<file path="src/rtl/core/rgbbmp_pkg.sv">
// shared types, constants and helpers of the rgb565 to bmp24 encoder
`default_nettype none
package rgbbmp_pkg;

  localparam int CFG_W       = 13;
  localparam int PIX_W       = 16;
  localparam int MAX_DIM_DEF = 4096;

  localparam logic [CFG_W-1:0] WIDTH_RST  = 13'd320;
  localparam logic [CFG_W-1:0] HEIGHT_RST = 13'd240;

  localparam logic CFG_IDX_WIDTH  = 1'b0;
  localparam logic CFG_IDX_HEIGHT = 1'b1;

  localparam logic [7:0] HDR_LEN  = 8'd54;
  localparam logic [7:0] INFO_LEN = 8'd40;
  localparam logic [7:0] BPP      = 8'd24;
  localparam logic [5:0] HDR_LAST = 6'd53;

  localparam int ROWB_W = CFG_W + 2;
  localparam int PROD_W = ROWB_W + CFG_W;

  localparam int CMDQ_DEPTH = 4;
  localparam int CMDQ_PTR_W = $clog2(CMDQ_DEPTH);

  typedef struct packed {
    logic [PIX_W-1:0] pix;
    logic             hdr;
    logic [1:0]       pad;
    logic             img_end;
  } cmd_t;

  function automatic logic [CFG_W-1:0] clamp_dim(input logic [CFG_W-1:0] v,
                                                 input int maxd);
    logic [CFG_W-1:0] r;
    r = v;
    if (v == '0) begin
      r = CFG_W'(1);
    end else if (32'(v) > maxd) begin
      r = CFG_W'(maxd);
    end
    return r;
  endfunction

  function automatic logic [7:0] hdr_byte(input logic [5:0] idx,
                                          input logic [CFG_W-1:0] w,
                                          input logic [CFG_W-1:0] h,
                                          input logic [31:0] fsz);
    logic [15:0] w16;
    logic [15:0] h16;
    logic [7:0]  b;
    w16 = 16'(w);
    h16 = 16'(h);
    unique case (idx)
      6'd0:    b = 8'h42;
      6'd1:    b = 8'h4D;
      6'd2:    b = fsz[7:0];
      6'd3:    b = fsz[15:8];
      6'd4:    b = fsz[23:16];
      6'd5:    b = fsz[31:24];
      6'd10:   b = HDR_LEN;
      6'd14:   b = INFO_LEN;
      6'd18:   b = w16[7:0];
      6'd19:   b = w16[15:8];
      6'd22:   b = h16[7:0];
      6'd23:   b = h16[15:8];
      6'd26:   b = 8'd1;
      6'd28:   b = BPP;
      default: b = 8'd0;
    endcase
    return b;
  endfunction

endpackage
`default_nettype wire

</file>
<file path="src/rtl/core/rgbbmp_front.sv">
// front end: takes pixels, tracks row and column, builds one command per pixel
`default_nettype none
module rgbbmp_front import rgbbmp_pkg::*; #(
  parameter int MAX_DIM = MAX_DIM_DEF
) (
  input  wire logic             clk,
  input  wire logic             rst_n,
  input  wire logic             in_push,
  input  wire logic [PIX_W-1:0] in_pixel_word,
  output logic                  in_full,
  input  wire logic [CFG_W-1:0] cfg_width,
  input  wire logic [CFG_W-1:0] cfg_height,
  input  wire logic             q_full,
  output logic                  q_push,
  output cmd_t                  q_data
);

  localparam int CNT_W = $clog2(MAX_DIM);
  localparam int CMP_W = ((CNT_W > CFG_W) ? CNT_W : CFG_W) + 1;

  logic [CNT_W-1:0] column_r, column_nxt;
  logic [CNT_W-1:0] row_r, row_nxt;
  logic             hdr_sent_r, hdr_sent_nxt;
  logic [CFG_W-1:0] w_eff, h_eff;
  logic             accept, row_end, img_end;

  assign w_eff   = clamp_dim(cfg_width, MAX_DIM);
  assign h_eff   = clamp_dim(cfg_height, MAX_DIM);
  assign accept  = in_push && !q_full;
  assign in_full = q_full;

  assign row_end = (CMP_W'(column_r) + CMP_W'(1)) >= CMP_W'(w_eff);
  assign img_end = row_end && ((CMP_W'(row_r) + CMP_W'(1)) >= CMP_W'(h_eff));

  always_comb begin
    column_nxt   = column_r;
    row_nxt      = row_r;
    hdr_sent_nxt = hdr_sent_r;
    if (accept) begin
      hdr_sent_nxt = !img_end;
      if (row_end) begin
        column_nxt = '0;
        row_nxt    = img_end ? '0 : row_r + CNT_W'(1);
      end else begin
        column_nxt = column_r + CNT_W'(1);
      end
    end
  end

  always_ff @(posedge clk) begin
    if (!rst_n) begin
      column_r   <= '0;
      row_r      <= '0;
      hdr_sent_r <= 1'b0;
    end else begin
      column_r   <= column_nxt;
      row_r      <= row_nxt;
      hdr_sent_r <= hdr_sent_nxt;
    end
  end

  assign q_push         = accept;
  assign q_data.pix     = {in_pixel_word[7:0], in_pixel_word[15:8]};
  assign q_data.hdr     = !hdr_sent_r;
  assign q_data.pad     = row_end ? w_eff[1:0] : 2'd0;
  assign q_data.img_end = img_end;

endmodule
`default_nettype wire

</file>
<file path="src/rtl/core/rgbbmp_cmdq.sv">
// small command queue between the front and back ends
`default_nettype none
module rgbbmp_cmdq import rgbbmp_pkg::*; (
  input  wire logic clk,
  input  wire logic rst_n,
  input  wire logic push,
  input  cmd_t      wdata,
  output logic      full,
  input  wire logic pop,
  output cmd_t      rdata,
  output logic      empty
);

  cmd_t                  mem_r [CMDQ_DEPTH];
  logic [CMDQ_PTR_W-1:0] wr_ptr_r, rd_ptr_r;
  logic [CMDQ_PTR_W:0]   cnt_r;
  logic                  do_push, do_pop;

  assign full    = cnt_r == (CMDQ_PTR_W+1)'(CMDQ_DEPTH);
  assign empty   = cnt_r == '0;
  assign do_push = push && !full;
  assign do_pop  = pop && !empty;
  assign rdata   = mem_r[rd_ptr_r];

  always_ff @(posedge clk) begin
    if (do_push) begin
      mem_r[wr_ptr_r] <= wdata;
    end
  end

  always_ff @(posedge clk) begin
    if (!rst_n) begin
      wr_ptr_r <= '0;
      rd_ptr_r <= '0;
      cnt_r    <= '0;
    end else begin
      if (do_push) begin
        wr_ptr_r <= wr_ptr_r + CMDQ_PTR_W'(1);
      end
      if (do_pop) begin
        rd_ptr_r <= rd_ptr_r + CMDQ_PTR_W'(1);
      end
      if (do_push && !do_pop) begin
        cnt_r <= cnt_r + (CMDQ_PTR_W+1)'(1);
      end else if (do_pop && !do_push) begin
        cnt_r <= cnt_r - (CMDQ_PTR_W+1)'(1);
      end
    end
  end

endmodule
`default_nettype wire

</file>
<file path="src/rtl/core/rgbbmp_back.sv">
// back end: expands commands into header, pixel and pad bytes
`default_nettype none
module rgbbmp_back import rgbbmp_pkg::*; #(
  parameter int MAX_DIM = MAX_DIM_DEF
) (
  input  wire logic             clk,
  input  wire logic             rst_n,
  input  wire logic [CFG_W-1:0] cfg_width,
  input  wire logic [CFG_W-1:0] cfg_height,
  input  wire logic             q_empty,
  input  cmd_t                  q_data,
  output logic                  q_pop,
  output logic                  out_empty,
  input  wire logic             out_pop,
  output logic [7:0]            out_byte,
  output logic                  out_run_last,
  output logic                  out_image_done
);

  localparam logic [1:0] ST_HDR = 2'd0;
  localparam logic [1:0] ST_PIX = 2'd1;
  localparam logic [1:0] ST_PAD = 2'd2;

  logic [CFG_W-1:0]  w_eff, h_eff;
  logic [ROWB_W-1:0] rowb_r;
  logic [CFG_W-1:0]  h_r;
  logic [PROD_W-1:0] prod_r;
  logic [31:0]       fsz;

  cmd_t       cmd_r, cmd_nxt;
  logic       busy_r, busy_nxt;
  logic [1:0] st_r, st_nxt;
  logic [5:0] idx_r, idx_nxt;

  logic       out_valid_r, out_valid_nxt;
  logic [7:0] out_byte_r, out_byte_nxt;
  logic       out_last_r, out_last_nxt;
  logic       out_done_r, out_done_nxt;

  logic       emit, fin, load;
  logic [7:0] cur_byte;

  assign w_eff = clamp_dim(cfg_width, MAX_DIM);
  assign h_eff = clamp_dim(cfg_height, MAX_DIM);

  // file size: 54 + (3w + pad) * h, registered through rowb_r and h_r, then prod_r
  always_ff @(posedge clk) begin
    rowb_r <= ROWB_W'(w_eff) * ROWB_W'(3) + ROWB_W'(w_eff[1:0]);
    h_r    <= h_eff;
    prod_r <= PROD_W'(rowb_r) * PROD_W'(h_r);
  end
  assign fsz = 32'(prod_r) + 32'(HDR_LEN);

  assign emit = busy_r && (!out_valid_r || out_pop);

  always_comb begin
    cur_byte = 8'd0;
    fin      = 1'b0;
    unique case (st_r)
      ST_HDR: cur_byte = hdr_byte(idx_r, w_eff, h_eff, fsz);
      ST_PIX: begin
        case (idx_r[1:0])
          2'd0:    cur_byte = {cmd_r.pix[4:0], 3'b000};
          2'd1:    cur_byte = {cmd_r.pix[10:5], 2'b00};
          default: cur_byte = {cmd_r.pix[15:11], 3'b000};
        endcase
        fin = (idx_r[1:0] == 2'd2) && (cmd_r.pad == 2'd0);
      end
      ST_PAD: fin = idx_r[1:0] == (cmd_r.pad - 2'd1);
      default: begin
        cur_byte = 8'd0;
        fin      = 1'b0;
      end
    endcase
  end

  assign load  = !q_empty && (!busy_r || (emit && fin));
  assign q_pop = load;

  always_comb begin
    cmd_nxt  = cmd_r;
    busy_nxt = busy_r;
    st_nxt   = st_r;
    idx_nxt  = idx_r;
    if (emit) begin
      idx_nxt = idx_r + 6'd1;
      unique case (st_r)
        ST_HDR: begin
          if (idx_r == HDR_LAST) begin
            st_nxt  = ST_PIX;
            idx_nxt = '0;
          end
        end
        ST_PIX: begin
          if (idx_r[1:0] == 2'd2) begin
            st_nxt  = ST_PAD;
            idx_nxt = '0;
          end
        end
        ST_PAD: ;
        default: st_nxt = ST_PIX;
      endcase
      if (fin) begin
        busy_nxt = 1'b0;
      end
    end
    if (load) begin
      cmd_nxt  = q_data;
      busy_nxt = 1'b1;
      st_nxt   = q_data.hdr ? ST_HDR : ST_PIX;
      idx_nxt  = '0;
    end
  end

  always_comb begin
    out_valid_nxt = out_valid_r && !out_pop;
    out_byte_nxt  = out_byte_r;
    out_last_nxt  = out_last_r;
    out_done_nxt  = out_done_r;
    if (emit) begin
      out_valid_nxt = 1'b1;
      out_byte_nxt  = cur_byte;
      out_last_nxt  = fin;
      out_done_nxt  = fin && cmd_r.img_end;
    end
  end

  always_ff @(posedge clk) begin
    cmd_r      <= cmd_nxt;
    idx_r      <= idx_nxt;
    out_byte_r <= out_byte_nxt;
    out_last_r <= out_last_nxt;
    out_done_r <= out_done_nxt;
  end

  always_ff @(posedge clk) begin
    if (!rst_n) begin
      busy_r      <= 1'b0;
      st_r        <= ST_HDR;
      out_valid_r <= 1'b0;
    end else begin
      busy_r      <= busy_nxt;
      st_r        <= st_nxt;
      out_valid_r <= out_valid_nxt;
    end
  end

  assign out_empty      = !out_valid_r;
  assign out_byte       = out_byte_r;
  assign out_run_last   = out_last_r;
  assign out_image_done = out_done_r;

endmodule
`default_nettype wire

</file>
<file path="src/rtl/core/rgb565_to_bmp24_stream_encoder.sv">
// top level of the rgb565 to 24-bit bmp stream encoder
`default_nettype none
// Takes one byte-swapped RGB565 pixel per item, pixels in BMP order, and
// produces the 24-bit BMP file one byte per result item. The first pixel of
// each image is preceded by the 54-byte header; each pixel gives B, G, R;
// the last pixel of a row is followed by 0 to 3 zero pad bytes. The output
// register moves one byte per cycle unless the receiver stalls it; a
// pixel gives three bytes, plus its pad bytes at a row end and the header
// at the image start. A four-entry command queue lets pixels be taken
// while bytes drain. The header file size comes from a registered multiply
// (rowb_r and h_r, then prod_r). No clearing pass follows reset.
module rgb565_to_bmp24_stream_encoder import rgbbmp_pkg::*; #(
  parameter int MAX_DIM = MAX_DIM_DEF
) (
  input  wire logic             clk,
  input  wire logic             rst_n,
  input  wire logic             in_push,
  input  wire logic [PIX_W-1:0] in_pixel_word,
  output logic                  in_full,
  output logic                  out_empty,
  input  wire logic             out_pop,
  output logic [7:0]            out_byte,
  output logic                  out_run_last,
  output logic                  out_image_done,
  input  wire logic             cfg_we,
  input  wire logic             cfg_index,
  input  wire logic [CFG_W-1:0] cfg_wdata
);

  logic [CFG_W-1:0] width_r, height_r;
  logic             q_push, q_full, q_pop, q_empty;
  cmd_t             q_wdata, q_rdata;

  always_ff @(posedge clk) begin
    if (!rst_n) begin
      width_r  <= WIDTH_RST;
      height_r <= HEIGHT_RST;
    end else if (cfg_we) begin
      unique case (cfg_index)
        CFG_IDX_WIDTH:  width_r  <= cfg_wdata;
        CFG_IDX_HEIGHT: height_r <= cfg_wdata;
        default:        width_r  <= width_r;
      endcase
    end
  end

  rgbbmp_front #(.MAX_DIM(MAX_DIM)) u_front (
    .clk           (clk),
    .rst_n         (rst_n),
    .in_push       (in_push),
    .in_pixel_word (in_pixel_word),
    .in_full       (in_full),
    .cfg_width     (width_r),
    .cfg_height    (height_r),
    .q_full        (q_full),
    .q_push        (q_push),
    .q_data        (q_wdata)
  );

  rgbbmp_cmdq u_cmdq (
    .clk   (clk),
    .rst_n (rst_n),
    .push  (q_push),
    .wdata (q_wdata),
    .full  (q_full),
    .pop   (q_pop),
    .rdata (q_rdata),
    .empty (q_empty)
  );

  rgbbmp_back #(.MAX_DIM(MAX_DIM)) u_back (
    .clk            (clk),
    .rst_n          (rst_n),
    .cfg_width      (width_r),
    .cfg_height     (height_r),
    .q_empty        (q_empty),
    .q_data         (q_rdata),
    .q_pop          (q_pop),
    .out_empty      (out_empty),
    .out_pop        (out_pop),
    .out_byte       (out_byte),
    .out_run_last   (out_run_last),
    .out_image_done (out_image_done)
  );

endmodule
`default_nettype wire

</file>
<file path="config.mk">
export PLATFORM = sky130hd
export DESIGN_NAME = rgb565_to_bmp24_stream_encoder
export DESIGN_NICKNAME = d
export VERILOG_FILES = /design/src/rtl/core/rgbbmp_pkg.sv /design/src/rtl/core/rgbbmp_front.sv /design/src/rtl/core/rgbbmp_cmdq.sv /design/src/rtl/core/rgbbmp_back.sv /design/src/rtl/core/rgb565_to_bmp24_stream_encoder.sv
export SDC_FILE = /design/constraint.sdc
export NUM_CORES = 1
export LEC_CHECK = 0
export BUFFER_PORTS_ARGS = -buffer_cell sky130_fd_sc_hd__buf_2
export CELL_PAD_IN_SITES_DETAIL_PLACEMENT = 2
export CELL_PAD_IN_SITES_GLOBAL_PLACEMENT = 2
export CORE_MARGIN = 4
export CORE_UTILIZATION = 39
export CTS_BUF_LIST = sky130_fd_sc_hd__clkbuf_8
export DETAILED_ROUTE_END_ITERATION = 10
export PLACE_DENSITY = 0.85
export SYNTH_ARGS = -nofsm -noshare
export SYNTH_HDL_FRONTEND = slang
export SYNTH_SLANG_ARGS = --single-unit
</file>
<file path="constraint.sdc">
create_clock -name clk -period 4.64 [get_ports clk]
set_input_delay 0.928 -clock clk [delete_from_list [all_inputs] [get_ports clk]]
set_output_delay 0.928 -clock clk [all_outputs]
set_load 0.02 [all_outputs]
</file>
==> results of run 1 <==
==> metrics by stage <==
step	area, um2	util (%)	instances	setup TNS (ns)
2_1_floorplan	17200	-	1703	-0.175
3_3_place_gp	18600	43.2	2382	-4.15
3_5_place_dp	18600	43.2	2382	-10.71
4_1_cts	20300	47.2	2491	-4.24
5_1_grt	20900	48.5	2512	-9.38
6_report	20900	48.5	2512	-8.00
==> final timing paths <==
path / depth (start not counted) / endpoint / from / slack (ns)
max: 19 / u_back.prod_r[25]$_DFF_P_ / u_back.rowb_r[7]$_DFF_P_ / -0.77
max reg2reg: 19 / u_back.prod_r[25]$_DFF_P_ / u_back.rowb_r[7]$_DFF_P_ / -0.77
min: 0 / u_back.h_r[12]$_DFF_P_ / height_r[12]$_SDFFE_PN0P_ / 0.45
min reg2reg: 0 / u_back.h_r[12]$_DFF_P_ / height_r[12]$_SDFFE_PN0P_ / 0.45
==> cell type report <==
class / instances / area (um2)
fillers: 4402 / 22100
multi-input cells: 1172 / 10900
flip-flops and latches: 233 / 5830
repair buffers: 213 / 1680
inverters: 232 / 871
well taps: 585 / 732
clock buffers: 46 / 633
clock inverters: 31 / 215
==> cell usage in the layout (no fill, tap or decap), drive strengths merged, types with 48 or more instances in the layout <==
cell type and n:
xnor2 49, dfxtp 124, and2 103, buf 213, nand2 237, edfxtp 109, fa 133, nand3 48
a21oi 53, ha 139, inv 244
==> repair_timing <==
item                                    in CTS  in global routing
setup buffers                               35                 25
gates resized for setup                    165                 98
pin swaps                                   77                106
endpoints found under the setup margin      18                 18
==> synth_stat cells, types with 5 or more instances <==
master      n
o211ai_1    8
a21o_1     15
ha_1      139
o21bai_1    5
mux4_2     20
dfxtp_1   124
o31ai_1     6
buf_2       9
a21oi_1    52
xnor2_1    49
nor4_1      7
nor3_1      7
o21a_1      9
nand3_1    48
clkbuf_1   54
a211oi_1   13
nand2b_1   12
inv_1     229
nand2_1   236
edfxtp_1  109
nor2_1     45
and3_1     23
a31oi_1    10
a21boi_0   28
and2_1    103
fa_1      133
or3_1       5
a22oi_1    17
o21ai_0    34
nor2b_1    19
o21ai_1    11
xor2_1     38
nand4_1    14
==> cells by family after synthesis <==
| kind of cell | Yosys count |
|---|---|
| buffers and inverters | 298 |
| muxes | 26 |
| AOI/OAI and AO/OA | 246 |
| DFF | 233 |
| and+or+nand+nor | 541 |
| xor gates and xnor gates | 87 |
| adders and majority gates | 272 |
==> layer usage <==
layer | vias to the layer above | track usage [%]
met2 | 704 | 58.6
met5 | - | 0
met1 | 7577 | 32.4
met4 | 0 | 21.1
met3 | 431 | 4.82
li1 | 6053 | -
==> power groups by stage <==
stage	logic (mW)	registers [mW]	clock network, mW
2_1_floorplan	3.64	2.88	0
3_3_place_gp	5.31	2.99	0
3_5_place_dp	5.90	3.07	0
4_1_cts	6.86	3.04	2.12
5_1_grt	8.81	3.10	2.23
6_report	8.44	3.09	2.12
==> flip-flops by register name (all words and copies together), names as in the netlist, 2 cells and up, named ones only <==
name	cells
u_back.st_r	2
u_front.column_r	12
u_back.prod_r	27
u_back.idx_r	6
u_back.rowb_r	14
u_cmdq.cnt_r	3
u_back.out_byte	8
u_back.h_r	13
width_r	13
height_r	13
u_cmdq.mem_r	80
u_cmdq.wr_ptr_r	2
u_back.cmd_r	19
u_cmdq.rd_ptr_r	2
u_front.row_r	12
==> worst reg2reg max path, delay by kind of cell, from the launching register on <==
kind	cells	cell delay, ns
AO/OA/AOI/OAI	3	0.54
XOR/XNOR	1	0.26
AND/OR/NAND/NOR	4	0.66
adder cells (fa/ha/maj)	6	3.05
buffers and inverters	5	0.43
flip-flops	1	0.38
==> flow_metrics.py, run 1 <==
metrics = {
    "status": {
        "status": "finished, violations left",
        "violations": "negative setup slack",
    },
    "synth": {
        "ys_top_cells_by_area": "edfxtp_1 19%, fa_1 16%, dfxtp_1 15%",
        "ys_ff_latch": 233,
        "synth_area_um2": 16900,
        "syn-num-nets": 2010,
        "synthSimpleGateAreaFrac_pct": 15.8,
        "synth_cell_type_count": 70,
        "yosysTopAreaCellShare_pct": 19.3,
        "synth_mux_area_share_pct": 3.03,
        "seq_area_frac_synth_pct": 34.0,
        "async_flop_share_pct": 0,
        "synth-edff-count": 109,
        "synthAdderAreaFrac_pct": 26.0,
        "synth_top_family_by_area": "adder cells",
        "synth_xor_area_share_pct": 4.50,
        "yosys.area.top_type": "edfxtp_1",
        "synthFlopType": "dfxtp_1",
        "ys_warn_count": 0,
        "syn_avg_cell_area_um2": 9.94,
        "synth_compound_area_share_pct": 9.98,
        "syn_inst": 1703,
    },
    "timing": {
        "layout_setup_ws_ns": -0.774,
        "slew_headroom_pct": 16.2,
        "whs_ns": 0.454,
        "tightest_slew_ns": 1.26,
        "fin_crit_ns": 5.41,
        "rsz0062_at_grt": "true",
        "hold_viol": 0,
        "slew_viol_final": 0,
        "setup_violations": 17,
        "skew_ns": 0.0528,
        "min_period_over_period_pct": 117,
        "max_freq_mhz": 185,
    },
    "clocking": {
        "cts-root-buf": "clkbuf_8",
        "tritoncts": "built",
        "cts.htree.levels": 2,
        "clock_sinks": 233,
        "path_clk_slew_ns": 0.08,
        "cts_made_buffers": 42,
        "clk_latency_ns": 0.62,
        "hold_buffers": 0,
        "clock_path_buffers": 3,
    },
    "worst_setup_path": {
        "cp_common_cell": "fa_1",
        "crit_arrival_ns": 5.92,
        "cp.required_ns": 5.14,
        "critPathMaxStageDelay_ns": 0.62,
        "path_cells": "buf_6 -> and2_4 -> fa_1 -> inv_2 -> fa_1 -> fa_1 -> inv_2 -> fa_1 -> inv_2 -> fa_1 -> inv_2 -> ha_4 -> nand4_1 -> nor2_2 -> nand4_1 -> o21a_4 -> o21bai_4 -> a21oi_4 -> xnor2_2",
        "criticalPathCategory": "flop to flop",
        "crit_fanout": 5,
        "cp_num_buf_inv": 5,
        "crit_slowest_cell": "fa_1",
        "cp-start-kind": "flop",
        "crit_family": "adder cells",
        "cp-end-kind": "flop",
    },
    "power": {
        "p_per_area_nw_per_um2": 654,
        "pwr-share-comb_pct": 61.8,
        "report.power.total_mw": 13.6,
        "p_sw_share_pct": 46.6,
        "p_clk_share_pct": 15.5,
        "p_sw_mw": 6.36,
        "internal_power_mw": 7.28,
        "leakage_nw": 9.23,
        "ir_drop_mv": 0.573,
        "p_seq_share_pct": 22.6,
    },
    "routing": {
        "wl_um": 80300,
        "drc_errors": 0,
        "dr.pass1.iters": 5,
        "ant_nets": 0,
        "via_per_inst": 5.88,
        "vias": 14800,
        "topRoutingLayerUsed": "met4",
        "met3_wirelength_um": 3990,
        "drt_iter0_drc": 1064,
        "wl_met1_um": 26800,
        "wl_per_cell_um": 32.0,
        "wl_met2_um": 41400,
    },
    "die": {
        "fp.dieW_um": 216,
        "die_h_um": 216,
        "die_area_um2": 46800,
        "fp-row-count": 76,
        "ios": 47,
        "coreArea_um2": 43000,
        "initial_core_util_pct": 39.4,
    },
    "run": {
        "max_cap_violations": 0,
    },
    "global_route": {
        "grt_pass1_wl_um": 110000,
        "grt_overflow": 0,
        "grt_usage_pct": 31.4,
        "antenna_found_initial": 1,
        "grt_pass1_vias": 17100,
        "grt_max_degree": 58,
    },
    "placement": {
        "routabilityCongestion": 0.861,
        "port_buffers": 46,
        "hpwl_um": 49200,
        "place_ws_ns": -1.01,
    },
    "cells_and_area": {
        "antenna_cells": 0,
        "drive_above_1_share_pct": 25.6,
        "nNetsFinal": 2201,
        "area_growth_pct": 23.1,
    },
    "min_path": {
        "hold_path.class": "flop to flop",
    },
}
No activity file was read; power rests on OpenSTA's default activity.
==> run 2, diff against run 1 <==
--- a/config.mk
+++ b/config.mk
@@ -5,7 +5,7 @@
 export SDC_FILE = /design/constraint.sdc
 export NUM_CORES = 1
 export LEC_CHECK = 0
-export BUFFER_PORTS_ARGS = -buffer_cell sky130_fd_sc_hd__buf_2
+export BUFFER_PORTS_ARGS = -buffer_cell sky130_fd_sc_hd__clkbuf_2
 export CELL_PAD_IN_SITES_DETAIL_PLACEMENT = 2
 export CELL_PAD_IN_SITES_GLOBAL_PLACEMENT = 2
 export CORE_MARGIN = 4
@@ -13,6 +13,7 @@
 export CTS_BUF_LIST = sky130_fd_sc_hd__clkbuf_8
 export DETAILED_ROUTE_END_ITERATION = 10
 export PLACE_DENSITY = 0.85
+export SLEW_MARGIN = 20
 export SYNTH_ARGS = -nofsm -noshare
 export SYNTH_HDL_FRONTEND = slang
 export SYNTH_SLANG_ARGS = --single-unit
==> flow_metrics.py, run 2 (synthesis results as in run 1) <==
metrics = {
    "status": {
        "status": "finished, violations left",
        "violations": "negative setup slack",
    },
    "timing": {
        "slew_headroom_pct": 22.2,
        "max_freq_mhz": 184,
        "tns_ns": -8.29,
        "rsz0062_at_grt": "true",
        "layout_setup_ws_ns": -0.797,
        "min_period_over_period_pct": 117,
        "slew_viol_final": 0,
        "setup_violations": 15,
        "tightest_slew_ns": 1.17,
        "skew_ns": 0.0450,
        "fin_crit_ns": 5.44,
        "hold_viol": 0,
    },
    "worst_setup_path": {
        "cp-start-kind": "flop",
        "crit_fanout": 7,
        "crit_arrival_ns": 5.94,
        "crit_start": "u_back.rowb_r[10]$_DFF_P_",
        "cp.required_ns": 5.15,
        "reg2reg_from": "u_back.rowb_r[10]$_DFF_P_",
        "criticalPathCategory": "flop to flop",
        "cp-end-kind": "flop",
    },
    "routing": {
        "drt_iter0_drc": 1213,
        "drc_errors": 0,
        "wl_met2_um": 42400,
        "dr.pass1.iters": 5,
        "wl_met1_um": 27500,
        "wl_um": 82900,
        "via_per_inst": 5.93,
        "topRoutingLayerUsed": "met4",
        "ant_nets": 0,
        "wl_per_cell_um": 32.9,
        "vias": 15000,
        "met3_wirelength_um": 4220,
    },
    "die": {
        "initial_core_util_pct": 39.4,
        "die_area_um2": 46800,
        "die_h_um": 216,
        "fp-row-count": 76,
        "ios": 47,
        "coreArea_um2": 43000,
        "fp.dieW_um": 216,
    },
    "global_route": {
        "grt_pass1_vias": 17200,
        "grt_max_degree": 58,
        "grt_pass1_wl_um": 111000,
        "grt_usage_pct": 32.0,
        "grt_overflow": 0,
        "antenna_found_initial": 2,
    },
    "power": {
        "p_sw_share_pct": 46.5,
        "p_clk_share_pct": 17.1,
        "ir_drop_mv": 0.486,
        "pwr-share-comb_pct": 60.5,
        "p_sw_mw": 6.44,
        "p_seq_share_pct": 22.4,
        "leakage_nw": 9.33,
        "p_per_area_nw_per_um2": 660,
        "internal_power_mw": 7.39,
    },
    "clocking": {
        "clock_sinks": 233,
        "cts.htree.levels": 2,
        "clk_latency_ns": 0.61,
        "cts-root-buf": "clkbuf_8",
        "path_clk_slew_ns": 0.09,
        "tritoncts": "built",
        "clock_path_buffers": 3,
        "cts_made_buffers": 42,
        "hold_buffers": 0,
    },
    "cells_and_area": {
        "top_register": "u_cmdq.mem_r",
        "mostFrequentLayoutCell": "nand2_1",
        "final_cell_mix": "223 x nand2_1, 211 x inv_1, 149 x buf_4, 118 x ha_1, 114 x fa_1",
        "nNetsFinal": 2211,
        "top_regs": "u_cmdq.mem_r (80), u_back.prod_r (27), u_back.cmd_r (19)",
        "area_growth_pct": 23.7,
        "ff_latch_area_um2": 5840,
        "multi_input_area_um2": 10800,
        "stdcell_area_um2": 20900,
        "fill_cells": 4422,
        "drive_above_1_share_pct": 26.0,
        "largest_reg_flops": 80,
    },
    "placement": {
        "hpwl_um": 49400,
        "port_buffers": 46,
        "postPlaceCellArea_um2": 18600,
        "routabilityCongestion": 0.871,
    },
    "min_path": {
        "hold_path.class": "flop to flop",
        "hp-start": "height_r[12]$_SDFFE_PN0P_",
    },
    "run": {
        "max_cap_violations": 0,
    },
}
-- run 2: changes by cell type in the layout (fill, tap and decap cells not counted), sizes merged --
cell      delta
diode        +2
buf         -36
inv          +2
bufinv       +2
clkbuf      +52
clkinvlp     +3
clkinv      -13
-- run 2: what timing repair did --
item	CTS	global route
endpoints found under the setup margin	19	17
pin swaps	80	70
setup buffers	31	37
resized for setup	139	99
-- run 2: power groups by stage --
stage / Combinational, mW / Clock [mW] / Sequential [mW]
2_1_floorplan: 3.64 / 0 / 2.88
3_3_place_gp: 5.31 / 0 / 2.99
3_5_place_dp: 5.91 / 0 / 3.07
4_1_cts: 6.77 / 2.31 / 3.06
5_1_grt: 8.68 / 2.48 / 3.10
6_report: 8.37 / 2.37 / 3.10
-- run 2: area by class of cell --
| type | count | area share (%) |
|---|---|---|
| Clock buffer | 52 | 3.42 |
| Timing Repair Buffer | 223 | 8.14 |
| Inverter | 232 | 4.17 |
| Multi-Input combinational cell | 1172 | 51.7 |
| Sequential cell | 233 | 27.9 |
| Clock inverter | 25 | 1.22 |
| Tap cell | 585 | 3.49 |
| Antenna cell | 2 | 0.0239 |
-- run 2: path summary, 6_finish.rpt --
check	endpoint	slack (ns)	cells after the start
min reg2reg	u_back.h_r[12]$_DFF_P_	0.50	0
min	u_back.h_r[12]$_DFF_P_	0.50	0
max	u_back.prod_r[26]$_DFF_P_	-0.80	18
max reg2reg	u_back.prod_r[26]$_DFF_P_	-0.80	18
-- run 2: routing by layer --
layer  GRT usage (%)  vias to the layer above
met4            24.8                        0
li1                -                     6087
met2            58.9                      841
met3            5.08                      430
met1            32.1                     7605
met5               0                        -
-- run 2: through the flow --
step	cells	setup slack [ns]	util, %	power (mW)	hold WS (ns)
after floorplan	1703	-0.0751	-	6.53	0.452
after detailed placement	2381	-0.887	43.2	8.99	0.488
after CTS	2488	-0.308	47.3	12.1	0.503
after global placement	2381	-0.428	43.2	8.30	0.465
final	2524	-0.797	48.7	13.8	0.496
after global routing	2523	-0.809	48.7	14.3	0.517
-- run 2: worst max-delay path, stage by stage, from the launching register on --
cell and delay [ns]:
dfxtp_4 0.43, buf_6 0.14, nand2_2 0.08, fa_1 0.53, fa_2 0.64, inv_1 0.08
fa_2 0.53, fa_1 0.58, inv_1 0.10, fa_1 0.57, inv_2 0.06, ha_4 0.30
nand4_1 0.18, a211oi_4 0.28, o31ai_4 0.16, nand2_2 0.13, nand3_4 0.10, a32oi_2 0.23
xor2_1 0.25
==> run 3, diff against run 2 <==
==> constraint.sdc (replaced) <==
create_clock -name clk -period 4.64 [get_ports clk]
set_input_delay 0.232 -clock clk [delete_from_list [all_inputs] [get_ports clk]]
set_output_delay 0.232 -clock clk [all_outputs]
set_load 0.02 [all_outputs]
==> flow_metrics.py, run 3 (synthesis results as in run 1) <==
metrics = {
    "status": {
        "status": "finished, violations left",
        "violations": "negative setup slack",
    },
    "global_route": {
        "grtUsageMet1_pct": 34.9,
        "antenna_found_initial": 1,
        "grt_pass1_wl_um": 121000,
        "gr-max-usage-layer": "met2",
        "gr-usage-met2_pct": 63.8,
        "grt_overflow": 0,
        "grt_pass1_vias": 17900,
        "grt_max_degree": 59,
        "grtUsageMet3_pct": 4.96,
        "grt_usage_pct": 34.8,
    },
    "cells_and_area": {
        "stdcell_area_um2": 21200,
        "largest_reg_flops": 80,
        "mostFrequentLayoutCell": "nand2_1",
        "multi_input_area_um2": 10800,
        "fill_cells": 4370,
        "top_register": "u_cmdq.mem_r",
        "area_growth_pct": 25.2,
        "antenna_cells": 0,
        "ff_latch_area_um2": 5840,
        "drive_above_1_share_pct": 26.8,
        "top_regs": "u_cmdq.mem_r (80), u_back.prod_r (27), u_back.cmd_r (19)",
        "finalNonFillerCells": 2555,
        "final_cell_mix": "222 x nand2_1, 197 x inv_1, 138 x buf_4, 120 x ha_1, 109 x edfxtp_1",
        "nNetsFinal": 2243,
    },
    "clocking": {
        "path_clk_slew_ns": 0.07,
        "cts_made_buffers": 43,
        "cts.htree.levels": 2,
        "clock_path_buffers": 3,
        "tritoncts": "built",
        "clk_latency_ns": 0.64,
        "cts-root-buf": "clkbuf_8",
        "clock_sinks": 233,
    },
    "routing": {
        "vias": 15200,
        "ant_nets": 0,
        "drc_errors": 0,
        "wl_um": 84800,
        "drt_iter0_drc": 1220,
        "wl_per_cell_um": 33.2,
        "via_per_inst": 5.94,
        "dr.pass1.iters": 6,
    },
    "timing": {
        "hold_viol": 0,
        "min_period_over_period_pct": 116,
        "slew_headroom_pct": 24.3,
        "layout_setup_ws_ns": -0.756,
        "slew_viol_final": 0,
        "rsz0062_at_grt": "true",
        "fin_crit_ns": 5.40,
        "tightest_slew_ns": 1.13,
        "skew_ns": 0.0605,
        "setup_violations": 16,
        "max_freq_mhz": 185,
        "tns_ns": -8.35,
    },
    "placement": {
        "postPlaceCellArea_um2": 18600,
        "port_buffers": 46,
        "dp.cells": 2380,
        "hpwl_um": 48400,
        "routabilityCongestion": 0.868,
    },
    "worst_setup_path": {
        "cp-start-kind": "flop",
        "reg2reg_from": "u_back.h_r[9]$_DFF_P_",
        "crit_arrival_ns": 5.94,
        "crit_fanout": 4,
        "crit_start": "u_back.h_r[9]$_DFF_P_",
        "cp.required_ns": 5.18,
        "criticalPathCategory": "flop to flop",
        "cp-end-kind": "flop",
    },
    "power": {
        "p_per_area_nw_per_um2": 675,
        "report.power.total_mw": 14.3,
        "ir_drop_mv": 0.475,
        "leakage_nw": 9.43,
    },
    "die": {
        "fp-row-count": 76,
        "initial_core_util_pct": 39.4,
        "die_h_um": 216,
        "die_area_um2": 46800,
        "fp.dieW_um": 216,
        "ios": 47,
        "coreArea_um2": 43000,
    },
    "min_path": {
        "hold_path.class": "input port to flop",
        "hp-start": "rst_n",
    },
    "run": {
        "max_cap_violations": 0,
    },
}
[run 3: changes by cell type in the layout (fill, tap and decap cells not counted), moves of 5 or more]
cell           delta
dlygate4sd3_1    +30
buf_6            +16
inv_1            -14
buf_4            -11
inv_2            +11
fa_1              -8
fa_2              +8
clkinv_1          +7
clkinv_2          +7
and2_1            -5
nand2_2           +5
[run 3: worst max-delay path, stage by stage (launching register included)]
cell and delay (ns):
dfxtp_4 0.39, buf_4 0.14, nand2_2 0.10, fa_2 0.60, inv_2 0.06, fa_2 0.58, fa_2 0.50, fa_1 0.62
inv_2 0.07, fa_1 0.56, inv_2 0.07, ha_4 0.30, nand4_1 0.20, a211oi_4 0.34, o31ai_4 0.14, nand2_2 0.14
nand3_4 0.08, a32oi_2 0.27, xor2_1 0.16
[run 3: worst paths after layout]
path | endpoint | slack [ns] | cells past startpoint
setup / recovery | u_back.prod_r[26]$_DFF_P_ | -0.76 | 18
hold / removal | height_r[5]$_SDFFE_PN1P_ | 0.20 | 3
setup reg to reg | u_back.prod_r[26]$_DFF_P_ | -0.76 | 18
hold reg to reg | u_back.h_r[12]$_DFF_P_ | 0.43 | 0
[run 3: timing repair]
item	CTS	global route
resized for setup	151	121
pin swaps	88	87
setup endpoints to repair	19	17
endpoints found under the hold margin	91	0
hold buffers	30	0
setup buffers	45	23
[run 3: layout make-up]
cell class,instances,area share [%]
clock buffer,48,3.12
clock inverter,31,1.12
inverter,232,4.11
multi-input combinational,1172,51.0
sequential,233,27.5
tap,585,3.45
timing repair buffer,254,9.64
[run 3: routing by layer]
layer  wire (um)  vias up
met3        4140      467
met1       27900     7780
met5           0        -
met2       43700      789
li1            -     6145
met4        9160        0
[run 3: per-stage QoR]
stage               hold WS (ns)  worst slack, ns  util (%)
detailed placement         0.466           -0.792      43.2
floorplan                  0.331          -0.0751         -
global placement           0.447           -0.425      43.2
CTS                        0.167           -0.363      47.9
global route               0.209           -0.911      49.3
finish                     0.202           -0.756      49.3
[run 3: report_power, final]
group | internal, mW | total, mW | switching [mW]
clock network | 1.14 | 2.28 | 1.15
registers | 2.63 | 3.12 | 0.489
logic | 3.73 | 8.90 | 5.17
total | 7.50 | 14.3 | 6.81
